<file path="src/sv/jtus_pkg.sv">
package jtus_pkg;

  localparam int IR_WIDTH = 10;
  localparam int CODE_W = 10;
  localparam int CFG_IDX_W = 2;

  localparam logic [CODE_W-1:0] USER1_CODE_RST = 10'd962;
  localparam logic [CODE_W-1:0] USER2_CODE_RST = 10'd963;

  localparam logic [CFG_IDX_W-1:0] CFG_USER1_CODE = 2'd0;
  localparam logic [CFG_IDX_W-1:0] CFG_USER2_CODE = 2'd1;

  // TAP controller states, IEEE 1149.1 encoding order.
  localparam logic [3:0] ST_TLR      = 4'd0;
  localparam logic [3:0] ST_RTI      = 4'd1;
  localparam logic [3:0] ST_SEL_DR   = 4'd2;
  localparam logic [3:0] ST_CAP_DR   = 4'd3;
  localparam logic [3:0] ST_SHIFT_DR = 4'd4;
  localparam logic [3:0] ST_EXIT1_DR = 4'd5;
  localparam logic [3:0] ST_PAUSE_DR = 4'd6;
  localparam logic [3:0] ST_EXIT2_DR = 4'd7;
  localparam logic [3:0] ST_UPD_DR   = 4'd8;
  localparam logic [3:0] ST_SEL_IR   = 4'd9;
  localparam logic [3:0] ST_CAP_IR   = 4'd10;
  localparam logic [3:0] ST_SHIFT_IR = 4'd11;
  localparam logic [3:0] ST_EXIT1_IR = 4'd12;
  localparam logic [3:0] ST_PAUSE_IR = 4'd13;
  localparam logic [3:0] ST_EXIT2_IR = 4'd14;
  localparam logic [3:0] ST_UPD_IR   = 4'd15;

  typedef struct packed {
    logic trst_n;
    logic tck_high;
    logic tms;
    logic tdi;
    logic user_tdo;
  } in_t;

  typedef struct packed {
    logic tdo;
    logic sel_user1;
    logic sel_user2;
    logic tdi_out;
    logic drck;
    logic dr_capture;
    logic dr_shift;
    logic dr_update;
    logic test_reset;
  } out_t;

  function automatic logic [3:0] tap_next(input logic [3:0] st, input logic tms);
    logic [3:0] nxt;
    nxt = ST_TLR;
    unique case (st)
      ST_TLR:      nxt = tms ? ST_TLR      : ST_RTI;
      ST_RTI:      nxt = tms ? ST_SEL_DR   : ST_RTI;
      ST_SEL_DR:   nxt = tms ? ST_SEL_IR   : ST_CAP_DR;
      ST_CAP_DR:   nxt = tms ? ST_EXIT1_DR : ST_SHIFT_DR;
      ST_SHIFT_DR: nxt = tms ? ST_EXIT1_DR : ST_SHIFT_DR;
      ST_EXIT1_DR: nxt = tms ? ST_UPD_DR   : ST_PAUSE_DR;
      ST_PAUSE_DR: nxt = tms ? ST_EXIT2_DR : ST_PAUSE_DR;
      ST_EXIT2_DR: nxt = tms ? ST_UPD_DR   : ST_SHIFT_DR;
      ST_UPD_DR:   nxt = tms ? ST_SEL_DR   : ST_RTI;
      ST_SEL_IR:   nxt = tms ? ST_TLR      : ST_CAP_IR;
      ST_CAP_IR:   nxt = tms ? ST_EXIT1_IR : ST_SHIFT_IR;
      ST_SHIFT_IR: nxt = tms ? ST_EXIT1_IR : ST_SHIFT_IR;
      ST_EXIT1_IR: nxt = tms ? ST_UPD_IR   : ST_PAUSE_IR;
      ST_PAUSE_IR: nxt = tms ? ST_EXIT2_IR : ST_PAUSE_IR;
      ST_EXIT2_IR: nxt = tms ? ST_UPD_IR   : ST_SHIFT_IR;
      ST_UPD_IR:   nxt = tms ? ST_SEL_DR   : ST_RTI;
      default:     nxt = ST_TLR;
    endcase
    return nxt;
  endfunction

  // A code is fitted to the instruction width: zero-extended or truncated.
  function automatic logic code_match(input logic [IR_WIDTH-1:0] ir,
                                      input logic [CODE_W-1:0] code);
    logic [IR_WIDTH-1:0] fitted;
    fitted = IR_WIDTH'(code);
    return ir == fitted;
  endfunction

endpackage

</file>
<file path="src/sv/jtus_tap.sv">
module jtus_tap (
  input  logic                            clk,
  input  logic                            rst_n,
  input  logic                            step,
  input  jtus_pkg::in_t                   item,
  input  logic [jtus_pkg::CODE_W-1:0]     user1_code,
  input  logic [jtus_pkg::CODE_W-1:0]     user2_code,
  output jtus_pkg::out_t                  result
);

  logic [3:0]                      state_r;
  logic [3:0]                      state_nxt;
  logic [jtus_pkg::IR_WIDTH-1:0]   ir_r;
  logic [jtus_pkg::IR_WIDTH-1:0]   ir_nxt;
  logic                            sel1_r;
  logic                            sel1_nxt;
  logic                            sel2_r;
  logic                            sel2_nxt;

  // The result reflects the state before this item's clock edge.
  always_comb begin
    result.tdo        = item.user_tdo;
    result.sel_user1  = sel1_r;
    result.sel_user2  = sel2_r;
    result.tdi_out    = item.tdi;
    result.drck       = (sel1_r | sel2_r) ? item.tck_high : 1'b1;
    result.dr_capture = (state_r == jtus_pkg::ST_CAP_DR);
    result.dr_shift   = (state_r == jtus_pkg::ST_SHIFT_DR);
    result.dr_update  = (state_r == jtus_pkg::ST_UPD_DR);
    result.test_reset = (state_r == jtus_pkg::ST_TLR);
  end

  always_comb begin
    state_nxt = state_r;
    ir_nxt    = ir_r;
    sel1_nxt  = sel1_r;
    sel2_nxt  = sel2_r;
    if (item.tck_high) begin
      if (!item.trst_n) begin
        state_nxt = jtus_pkg::ST_TLR;
        ir_nxt    = '0;
        sel1_nxt  = 1'b0;
        sel2_nxt  = 1'b0;
      end else begin
        state_nxt = jtus_pkg::tap_next(state_r, item.tms);
        if (state_r == jtus_pkg::ST_UPD_IR) begin
          sel1_nxt = jtus_pkg::code_match(ir_r, user1_code);
          sel2_nxt = jtus_pkg::code_match(ir_r, user2_code);
        end else if (state_r == jtus_pkg::ST_CAP_IR) begin
          sel1_nxt = 1'b0;
          sel2_nxt = 1'b0;
        end
        if (state_r == jtus_pkg::ST_CAP_IR) begin
          ir_nxt = '0;
        end else if (state_r == jtus_pkg::ST_SHIFT_IR) begin
          ir_nxt = {item.tdi, ir_r[jtus_pkg::IR_WIDTH-1:1]};
        end
      end
    end
  end

  always_ff @(posedge clk) begin
    if (!rst_n) begin
      state_r <= jtus_pkg::ST_TLR;
      ir_r    <= '0;
      sel1_r  <= 1'b0;
      sel2_r  <= 1'b0;
    end else if (step) begin
      state_r <= state_nxt;
      ir_r    <= ir_nxt;
      sel1_r  <= sel1_nxt;
      sel2_r  <= sel2_nxt;
    end
  end

endmodule

</file>
<file path="src/sv/jtag_tap_user_scan.sv">
// TAP controller with two user scan-chain selects, driven one test clock
// phase at a time.
// Input channel (in_valid, in_stall, in_data): each transaction is one half
// phase of TCK with TRST_n, TMS, TDI and the user chain's TDO. A high phase
// advances the TAP state machine, the instruction register and the selects.
// Output channel (out_valid, out_stall, out_data): one transaction per input
// transaction, in order, showing the TAP flags and selects as they stood
// before that phase's edge, plus DRCK and the TDI/TDO pass-through.
// The output is registered; one transaction per cycle is sustained while
// out_stall is low, since the TAP update is a few gates between the state
// registers and the output register.
// A two-entry output stage (register plus skid) keeps input accepted while
// a result waits; in_stall rises only once both entries are full.
// Configuration: cfg_index 0 writes the user one code, 1 the user two code;
// other indexes are ignored. cfg_ready is always high.
// Reset puts the TAP in Test-Logic-Reset, clears the instruction register
// and selects, restores the default codes and empties the output stage.
module jtag_tap_user_scan (
  input  logic                              clk,
  input  logic                              rst_n,
  input  logic                              in_valid,
  output logic                              in_stall,
  input  jtus_pkg::in_t                     in_data,
  output logic                              out_valid,
  input  logic                              out_stall,
  output jtus_pkg::out_t                    out_data,
  input  logic                              cfg_valid,
  output logic                              cfg_ready,
  input  logic [jtus_pkg::CFG_IDX_W-1:0]    cfg_index,
  input  logic [jtus_pkg::CODE_W-1:0]       cfg_data
);

  logic [jtus_pkg::CODE_W-1:0] user1_code_r;
  logic [jtus_pkg::CODE_W-1:0] user2_code_r;
  logic                        in_fire;
  logic                        out_free;
  jtus_pkg::out_t              result;
  jtus_pkg::out_t              out_data_r;
  jtus_pkg::out_t              skid_data_r;
  logic                        out_valid_r;
  logic                        skid_valid_r;

  assign cfg_ready = 1'b1;

  always_ff @(posedge clk) begin
    if (!rst_n) begin
      user1_code_r <= jtus_pkg::USER1_CODE_RST;
      user2_code_r <= jtus_pkg::USER2_CODE_RST;
    end else if (cfg_valid && cfg_ready) begin
      if (cfg_index == jtus_pkg::CFG_USER1_CODE) begin
        user1_code_r <= cfg_data;
      end
      if (cfg_index == jtus_pkg::CFG_USER2_CODE) begin
        user2_code_r <= cfg_data;
      end
    end
  end

  assign in_stall = skid_valid_r;
  assign in_fire  = in_valid && !skid_valid_r;
  assign out_free = !out_valid_r || !out_stall;

  jtus_tap u_tap (
    .clk        (clk),
    .rst_n      (rst_n),
    .step       (in_fire),
    .item       (in_data),
    .user1_code (user1_code_r),
    .user2_code (user2_code_r),
    .result     (result)
  );

  // The skid entry is older than any new transaction, so it drains first;
  // in_stall is high while it is occupied.
  always_ff @(posedge clk) begin
    if (!rst_n) begin
      out_valid_r  <= 1'b0;
      skid_valid_r <= 1'b0;
    end else begin
      if (out_free) begin
        out_valid_r  <= skid_valid_r || in_fire;
        skid_valid_r <= 1'b0;
      end else if (in_fire) begin
        skid_valid_r <= 1'b1;
      end
    end
  end

  always_ff @(posedge clk) begin
    if (out_free) begin
      out_data_r <= skid_valid_r ? skid_data_r : result;
    end
    if (!out_free && in_fire) begin
      skid_data_r <= result;
    end
  end

  assign out_valid = out_valid_r;
  assign out_data  = out_data_r;

endmodule

</file>
<file path="config.mk">
export PLATFORM = sky130hd
export DESIGN_NAME = jtag_tap_user_scan
export DESIGN_NICKNAME = d
export VERILOG_FILES = /design/src/sv/jtus_pkg.sv /design/src/sv/jtus_tap.sv /design/src/sv/jtag_tap_user_scan.sv
export SDC_FILE = /design/constraint.sdc
export NUM_CORES = 1
export LEC_CHECK = 0
export BUFFER_PORTS_ARGS = -buffer_cell sky130_fd_sc_hd__buf_4
export CELL_PAD_IN_SITES_DETAIL_PLACEMENT = 0
export CELL_PAD_IN_SITES_GLOBAL_PLACEMENT = 1
export CORE_ASPECT_RATIO = 0.7
export CORE_MARGIN = 5
export CORE_UTILIZATION = 44
export DETAILED_ROUTE_END_ITERATION = 7
export HOLD_SLACK_MARGIN = 0.03
export PLACE_DENSITY = 0.78
export SLEW_MARGIN = 20
export SYNTH_ARGS = -nofsm -noshare
export SYNTH_HDL_FRONTEND = slang
export SYNTH_SLANG_ARGS = --single-unit
</file>
<file path="constraint.sdc">
create_clock -name clk -period 2.5 [get_ports clk]
set_clock_uncertainty 0.2 [all_clocks]
set_input_delay 0.125 -clock clk [delete_from_list [all_inputs] [get_ports clk]]
set_output_delay 0.125 -clock clk [all_outputs]
set_load 0.05 [all_outputs]
</file>
==> results of run 1 <==
-- layout make-up --
| cell class | instances | area share, % |
|---|---|---|
| Clock buffer | 6 | 2.30 |
| Clock inverter | 2 | 1.23 |
| Inverter | 3 | 0.356 |
| Multi-Input combinational cell | 176 | 35.0 |
| Sequential cell | 56 | 41.2 |
| Tap cell | 72 | 2.85 |
| Timing Repair Buffer | 63 | 17.1 |
-- power breakdown --
group          total, W  internal, W  switching, W
Combinational  0.000204    0.0000915      0.000113
Clock          0.000594     0.000303      0.000291
Sequential     0.000981     0.000964     0.0000170
-- worst min path at each step --
stage	cells past startpoint	endpoint	slack, ns
final	3	skid_data_r[2]$_DFFE_PP_	0.11
after detailed placement	1	skid_data_r[8]$_DFFE_PP_	0.12
after global placement	1	skid_data_r[8]$_DFFE_PP_	0.12
after CTS	3	skid_data_r[2]$_DFFE_PP_	0.10
after floorplan	0	skid_data_r[5]$_DFFE_PP_	0.02
after global routing	3	skid_data_r[2]$_DFFE_PP_	0.11
-- worst register-to-register path: stages (launching register included) --
cell and delay, ns:
dfxtp_1 0.66, nand3b_1 0.18, a21oi_1 0.07, nor2_1 0.49
a22o_1 0.25
-- cells by family after synthesis --
group	synth area share, %
AND/OR/NAND/NOR	21.6
flip-flops	52.5
AO/OA/AOI/OAI	10.9
XOR/XNOR	7.77
buffers and inverters	2.98
multiplexers	4.09
other	0.151
-- layout by cell type, fill, tap and decap left out, types with 6 or more instances in the layout --
cell | synthesis | layout
dlygate4sd3_1 | 0 | 27
o21ai_0 | 6 | 6
a21oi_1 | 14 | 14
dfxtp_1 | 38 | 38
xnor2_1 | 17 | 17
nand3_1 | 17 | 17
nor3_1 | 6 | 6
mux2_2 | 9 | 9
edfxtp_1 | 18 | 18
buf_4 | 2 | 36
a22o_1 | 12 | 12
nand2_1 | 50 | 50
-- layer usage --
layer	wire length (um)	share of wire (%)	global-route usage, %	vias up
met3	272	4.8	3.44	4
met2	2340	41	24.2	42
met5	0	0	0	-
met4	48	0.84	5.00	0
li1	-	-	-	991
met1	3020	53	24.4	927
-- state kept, by name (all words and copies together) (netlist names) --
| register | count |
|---|---|
| u_tap.ir_r | 10 |
| user1_code_r | 10 |
| user2_code_r | 10 |
| out_data | 9 |
| skid_data_r | 9 |
| u_tap.state_r | 4 |
| in_stall | 1 |
| out_valid | 1 |
| u_tap.sel1_r | 1 |
| u_tap.sel2_r | 1 |
-- stage by stage --
stage          instance area [sq um]  hold WS [ns]  worst slack [ns]  instances
2_1_floorplan                   2480        0.0239            0.0953        248
3_3_place_gp                    2780         0.119             0.683        343
3_5_place_dp                    2780         0.121             0.641        343
4_1_cts                         3160         0.101             0.517        378
5_1_grt                         3160         0.109             0.366        378
6_report                        3160         0.112             0.455        378
-- repair_timing --
item	CTS	global route
hold buffers	27	0
endpoints found under the hold margin	32	0
endpoints found under the setup margin	0	0
==> results.md, run 1 <==
- Worst vdd ir: roughly 260 uV
- CP endpoint kind: flop
- Count leader, synth: nand2_1
- Root buffer cell: clkbuf_8
- Final Setup Violations: 0
- RSZ-0062 raised after global routing: no
- Cts repair resizes: 0
- Area of the multi-input gates: between 1000 and 1500 sq um
- Clk sink count: 56
- Synth Net Count: 270
- Ant diodes: 0
- Outcome: finished, final reports clean
- CP max stage delay: around 0.57 ns
- CTS tree: yes
- Worst Setup Start Kind: input pin
- Post-synth EDFFs: 18
- Cell Area, Synth: approximately 2500 sq um
- Avg WL per Cell: approximately 15 um
- Routability cong.: 0.823
- Post-synth ARST share: 0%
- Post-Synthesis Mean Instance Area: around 10 sq um
- Rel. slew slack: a little under three fifths
- Critical path class: input pin to flop
- Slowest cell on the critical path: dlygate4sd3_1
- Final wirelength: approximately 5.7 mm
- Initial antenna violation count: 0
- H-tree Lvls: 2
- Max-slew violation count: 0
- Post-CTS Setup Bufs: 0
- Register bit total from synthesis: between 50 and 60
- Core area: around 5300 sq um
- YS warnings: 0
- Data arrival, critical path: a little over 2 ns
- Cells after synthesis: about 250
- R2r setup slk: approximately 0.6 ns
- Most used cell, CP: dlygate4sd3_1
- Register area share after synthesis: 52.5%
- Final period util: between 80% and 90%
- Synth top cells by count: nand2_1 (50), dfxtp_1 (38), edfxtp_1 (18)
- Worst Path Max Fanout: 2
- Die height: approximately 73 um
- Worst slew pin tran: roughly 0.64 ns
- Design Power: roughly 0.0018 W
- Synthesis-to-finish area growth: 27.4%
- PD cells: around 560 nW/um^2
- Hpwl dp: between 3 and 4 mm
- R2R depth: 4
- Fmax: a little under 500 MHz
- Utilization after layout: about three fifths
- Clock tree buffer depth: 2
- CP Buf/Inv Count: 4
- Num CTS Buffers: 5
- Period minus WS final: 2.04 ns
- Share of cells above drive strength 1: between 10% and 20%
- Worst hold-check path type: input pin to flop
- Pin count of the biggest net entering global routing: 20
- Global-route wire length before repair: about 9.4 mm
- Clk Latency, worst-skew pair: between 0.3 and 0.4 ns
- Hold path start: out_stall
- Antenna-violating nets left: 0
- GRT overflow: 0
- Family with the most delay on the worst path: buffers and inverters
- Largest cells by area after synthesis: dfxtp_1 (31%), edfxtp_1 (22%), nand2_1 (7.6%)
- Area leader, netlist: dfxtp_1
- Routed vias: 1964
- R2R Path End: u_tap.ir_r[5]$_SDFFE_PN0P_
- NumNets Final: 327
- Setup TNS Final: 0 ns
- Port bufs: 32
- WP depth: 6
- # Max-Cap Violations: 0
- IO Pins: 34
- Reg area: about 1300 sq um
- DRC: 0
- Die Wd: around 100 um
- Initial Util: a little under half
- Drt pass-1 iters: 4
- Leak: ~1.2 nW
- Worst-path clk slew: 0.10 ns
- Vias in the first global route: ~1900
- Num rows: 22
- Routed vias/inst: 5.20
- Distinct cells, synth: 43
- Synth Flop Type: dfxtp_1
- Worst path required time: between 2 and 3 ns
- Crit-path cells: dlygate4sd3_1 -> buf_4 -> nand2_1 -> dlygate4sd3_1 -> nand3_1 -> dlygate4sd3_1
- Die area: 7260 sq um
- Fill count: 472
- DR iter-0 viols: 73
- R2r startpoint: u_tap.state_r[2]$_SDFFE_PN0P_
- Top cell type's share of synthesized area: between 30 and 40%
- Final Hold Fails: 0
- Total GRT Usage: 16.5%
- Critical path endpoint: user1_code_r[9]$_SDFFE_PN1P_
- Crit. Startpoint: cfg_data[9]
Note: power is estimated with default switching activity, not from simulation.
==> run 2: changes to the inputs <==
--- a/config.mk
+++ b/config.mk
@@ -5,15 +5,16 @@
 export SDC_FILE = /design/constraint.sdc
 export NUM_CORES = 1
 export LEC_CHECK = 0
+export ABC_AREA = 1
 export BUFFER_PORTS_ARGS = -buffer_cell sky130_fd_sc_hd__buf_4
 export CELL_PAD_IN_SITES_DETAIL_PLACEMENT = 0
 export CELL_PAD_IN_SITES_GLOBAL_PLACEMENT = 1
 export CORE_ASPECT_RATIO = 0.7
 export CORE_MARGIN = 5
-export CORE_UTILIZATION = 44
+export CORE_UTILIZATION = 38
 export DETAILED_ROUTE_END_ITERATION = 7
 export HOLD_SLACK_MARGIN = 0.03
-export PLACE_DENSITY = 0.78
+export PLACE_DENSITY = 0.75
 export SLEW_MARGIN = 20
 export SYNTH_ARGS = -nofsm -noshare
 export SYNTH_HDL_FRONTEND = slang
==> constraint.sdc (replaced) <==
create_clock -name clk -period 1.75 [get_ports clk]
set_clock_uncertainty 0.2 [all_clocks]
set_input_delay 0.0875 -clock clk [delete_from_list [all_inputs] [get_ports clk]]
set_output_delay 0.0875 -clock clk [all_outputs]
set_load 0.05 [all_outputs]
==> results.md, run 2 <==
- R2r startpoint: u_tap.state_r[0]$_SDFFE_PN0P_
- Core area: about 6800 sq um
- NumNets Final: about 440
- Final Hold Fails: 0
- Worst vdd ir: around 360 uV
- Port bufs: 32
- Antenna-violating nets left: 0
- Final wirelength: approximately 6.7 mm
- H-tree Lvls: 2
- DRC: 0
- Die area: about 8700 sq um
- Post-Synthesis Mean Instance Area: between 7 and 8 sq um
- Initial Util: 38.9%
- Fmax: just over 600 MHz
- Post-route setup slack: around 0.12 ns
- Synth Flop Type: dfxtp_1
- Post-synth EDFFs: 18
- Die Wd: 109 um
- Hold path depth: 5
- Routability cong.: between 0.9 and 1
- Worst Setup Start Kind: flop
- Worst path required time: roughly 1.8 ns
- Leak: approximately 1.4 nW
- Post-synth ARST share: 0%
- Area of the multi-input gates: ~1200 sq um
- WHS Endpoint: user2_code_r[8]$_SDFFE_PN1P_
- Reg area: roughly 1300 sq um
- Routed vias: approximately 2400
- Post-CTS Setup Bufs: 0
- Ant diodes: 0
- Clock tree buffer depth: 2
- Total GRT Usage: 16.6%
- Synthesis-to-finish area growth: 29.2%
- Distinct cells, synth: 27
- Synth Net Count: ~370
- Drt pass-1 iters: 5
- Cells after synthesis: approximately 350
- Setup TNS Final: 0 ns
- Largest cells by area after synthesis: dfxtp_1 (29%), edfxtp_1 (21%), nand2_1 (13%)
- Area leader, netlist: dfxtp_1
- Cell Area, Synth: approximately 2600 sq um
- Avg WL per Cell: approximately 13 um
- Share of cells above drive strength 1: approximately 17%
- Final Setup Violations: 0
- Synth top cells by count: nand2_1 (93), nor2_1 (47), o21ai_0 (39)
- WHS: 0.0289 ns
- Rel. slew slack: between 60% and 70%
- YS warnings: 0
- CTS tree: yes
- Commonest non-fill, non-tap cell in the layout: nand2_1
- Worst-path clk slew: about 0.11 ns
- Num rows: 25
- Outcome: finished, final reports clean
- DR iter-0 viols: about 110
- Register area share after synthesis: 49.5%
- CP endpoint kind: flop
- Worst Path Max Fanout: 7
- Design Power: about 0.0026 W
- Hold path start: cfg_index[1]
- Global-route wire length before repair: roughly 11 mm
- Root buffer cell: clkbuf_8
- Pin count of the biggest net entering global routing: 22
- Most frequent cells in the layout: nand2_1 (91), nor2_1 (45), buf_4 (43)
- Hpwl dp: 4.82 mm
- Register bit total from synthesis: 56
- IO Pins: 34
- Worst slew pin tran: just over 0.5 ns
- PD cells: around 750 nW/um^2
- Top flop regs: u_tap.ir_r (10), user1_code_r (10), user2_code_r (10)
- Clk Latency, worst-skew pair: between 0.3 and 0.4 ns
- Initial antenna violation count: 0
- Num CTS Buffers: 5
- RSZ-0062 raised after global routing: yes
- Data arrival, critical path: 1.65 ns
- GRT overflow: 0
- Critical path class: flop to flop
- Fill count: 682
- Routed vias/inst: 4.70
- R2R depth: 8
- # Max-Cap Violations: 0
- Vias in the first global route: ~2300
- Worst hold-check path type: input pin to flop
- Top cell type's share of synthesized area: between 20 and 30%
- Max-slew violation count: 0
- Die height: ~80 um
- Post-route cell area: 3400 sq um
- Count leader, synth: nand2_1
- Period minus WS final: between 1.5 and 2 ns
- R2R Path End: u_tap.state_r[0]$_SDFFE_PN0P_
- Placed Area: approximately 3000 sq um
- R2r setup slk: between 0.1 and 0.15 ns
- Clk sink count: 56
- Final period util: between 90 and 100%
- Pre-CTS setup slack: -0.000104 ns
-- run 2: cell count changes in the layout (fill, tap and decap cells not counted), moves of 7 or more --
cell and change:
buf_4 +7, nand3_1 +8, mux2_2 -9, a22o_1 -12
o21ai_0 +33, inv_1 +30, xnor2_1 -11, nor2_1 +40
nand2_1 +41
-- run 2: worst max-delay path, cell delays in order, from the launching register on --
cell and delay (ns):
dfxtp_2 0.37, inv_1 0.19, nor2_1 0.11, nand2_1 0.09, nand2_1 0.06, o21ai_0 0.28, nand2_1 0.08, nor2_1 0.11
nor2_1 0.04
-- run 2: kinds of logic (layout without fill, tap and decap cells) --
family | Yosys count | after routing | synth area share [%]
other | 1 | 1 | 0.143
DFF | 56 | 56 | 49.5
and+or+nand+nor | 174 | 174 | 27.1
AOI/OAI and AO/OA | 62 | 62 | 12.9
buffers and inverters | 48 | 114 | 7.70
xor gates and xnor gates | 8 | 8 | 2.66
-- run 2: cell type report --
type | count | area share, %
Sequential cell | 56 | 38.4
Tap cell | 94 | 3.46
Clock inverter | 3 | 0.736
Inverter | 37 | 4.08
Timing Repair Buffer | 69 | 17.4
Multi-Input combinational cell | 245 | 33.8
Clock buffer | 5 | 2.02
-- run 2: layer usage --
| layer | vias up | routed length, um | GRT usage [%] |
|---|---|---|---|
| li1 | 1254 | - | - |
| met5 | - | 0 | 0 |
| met4 | 0 | 42 | 3.74 |
| met2 | 66 | 2730 | 23.4 |
| met1 | 1068 | 3460 | 25.6 |
| met3 | 5 | 420 | 3.56 |
-- run 2: worst max path at each step --
stage	startpoint	endpoint	depth (start not counted)
finish	u_tap.state_r[0]$_SDFFE_PN0P_	u_tap.state_r[0]$_SDFFE_PN0P_	8
detailed placement	u_tap.state_r[1]$_SDFFE_PN0P_	u_tap.sel2_r$_SDFFE_PN0P_	8
CTS	u_tap.state_r[0]$_SDFFE_PN0P_	u_tap.sel1_r$_SDFFE_PN0P_	6
floorplan	out_valid$_SDFFE_PN0P_	skid_data_r[0]$_DFFE_PP_	2
global placement	u_tap.state_r[1]$_SDFFE_PN0P_	u_tap.sel2_r$_SDFFE_PN0P_	8
global route	u_tap.state_r[2]$_SDFFE_PN0P_	u_tap.state_r[0]$_SDFFE_PN0P_	7
-- run 2: through the flow --
stage	instances	utilization [%]
2_1_floorplan	349	-
3_3_place_gp	476	45.0
3_5_place_dp	476	45.0
4_1_cts	509	50.1
5_1_grt	509	50.3
6_report	509	50.3
-- run 2: power by group --
group / internal [W] / switching, W
Combinational: 0.000160 / 0.000214
Clock: 0.000293 / 0.000465
Sequential: 0.00139 / 0.0000346
Total: 0.00185 / 0.000714
-- run 2: what timing repair did --
| action | 4_1_cts | 5_1_grt |
|---|---|---|
| pin swaps | 0 | 0 |
| hold buffers | 25 | 0 |
| endpoints found under the hold margin | 45 | 0 |
| resized for setup | 1 | 6 |
| gates cloned | 0 | 0 |
| setup endpoints to repair | 1 | 6 |
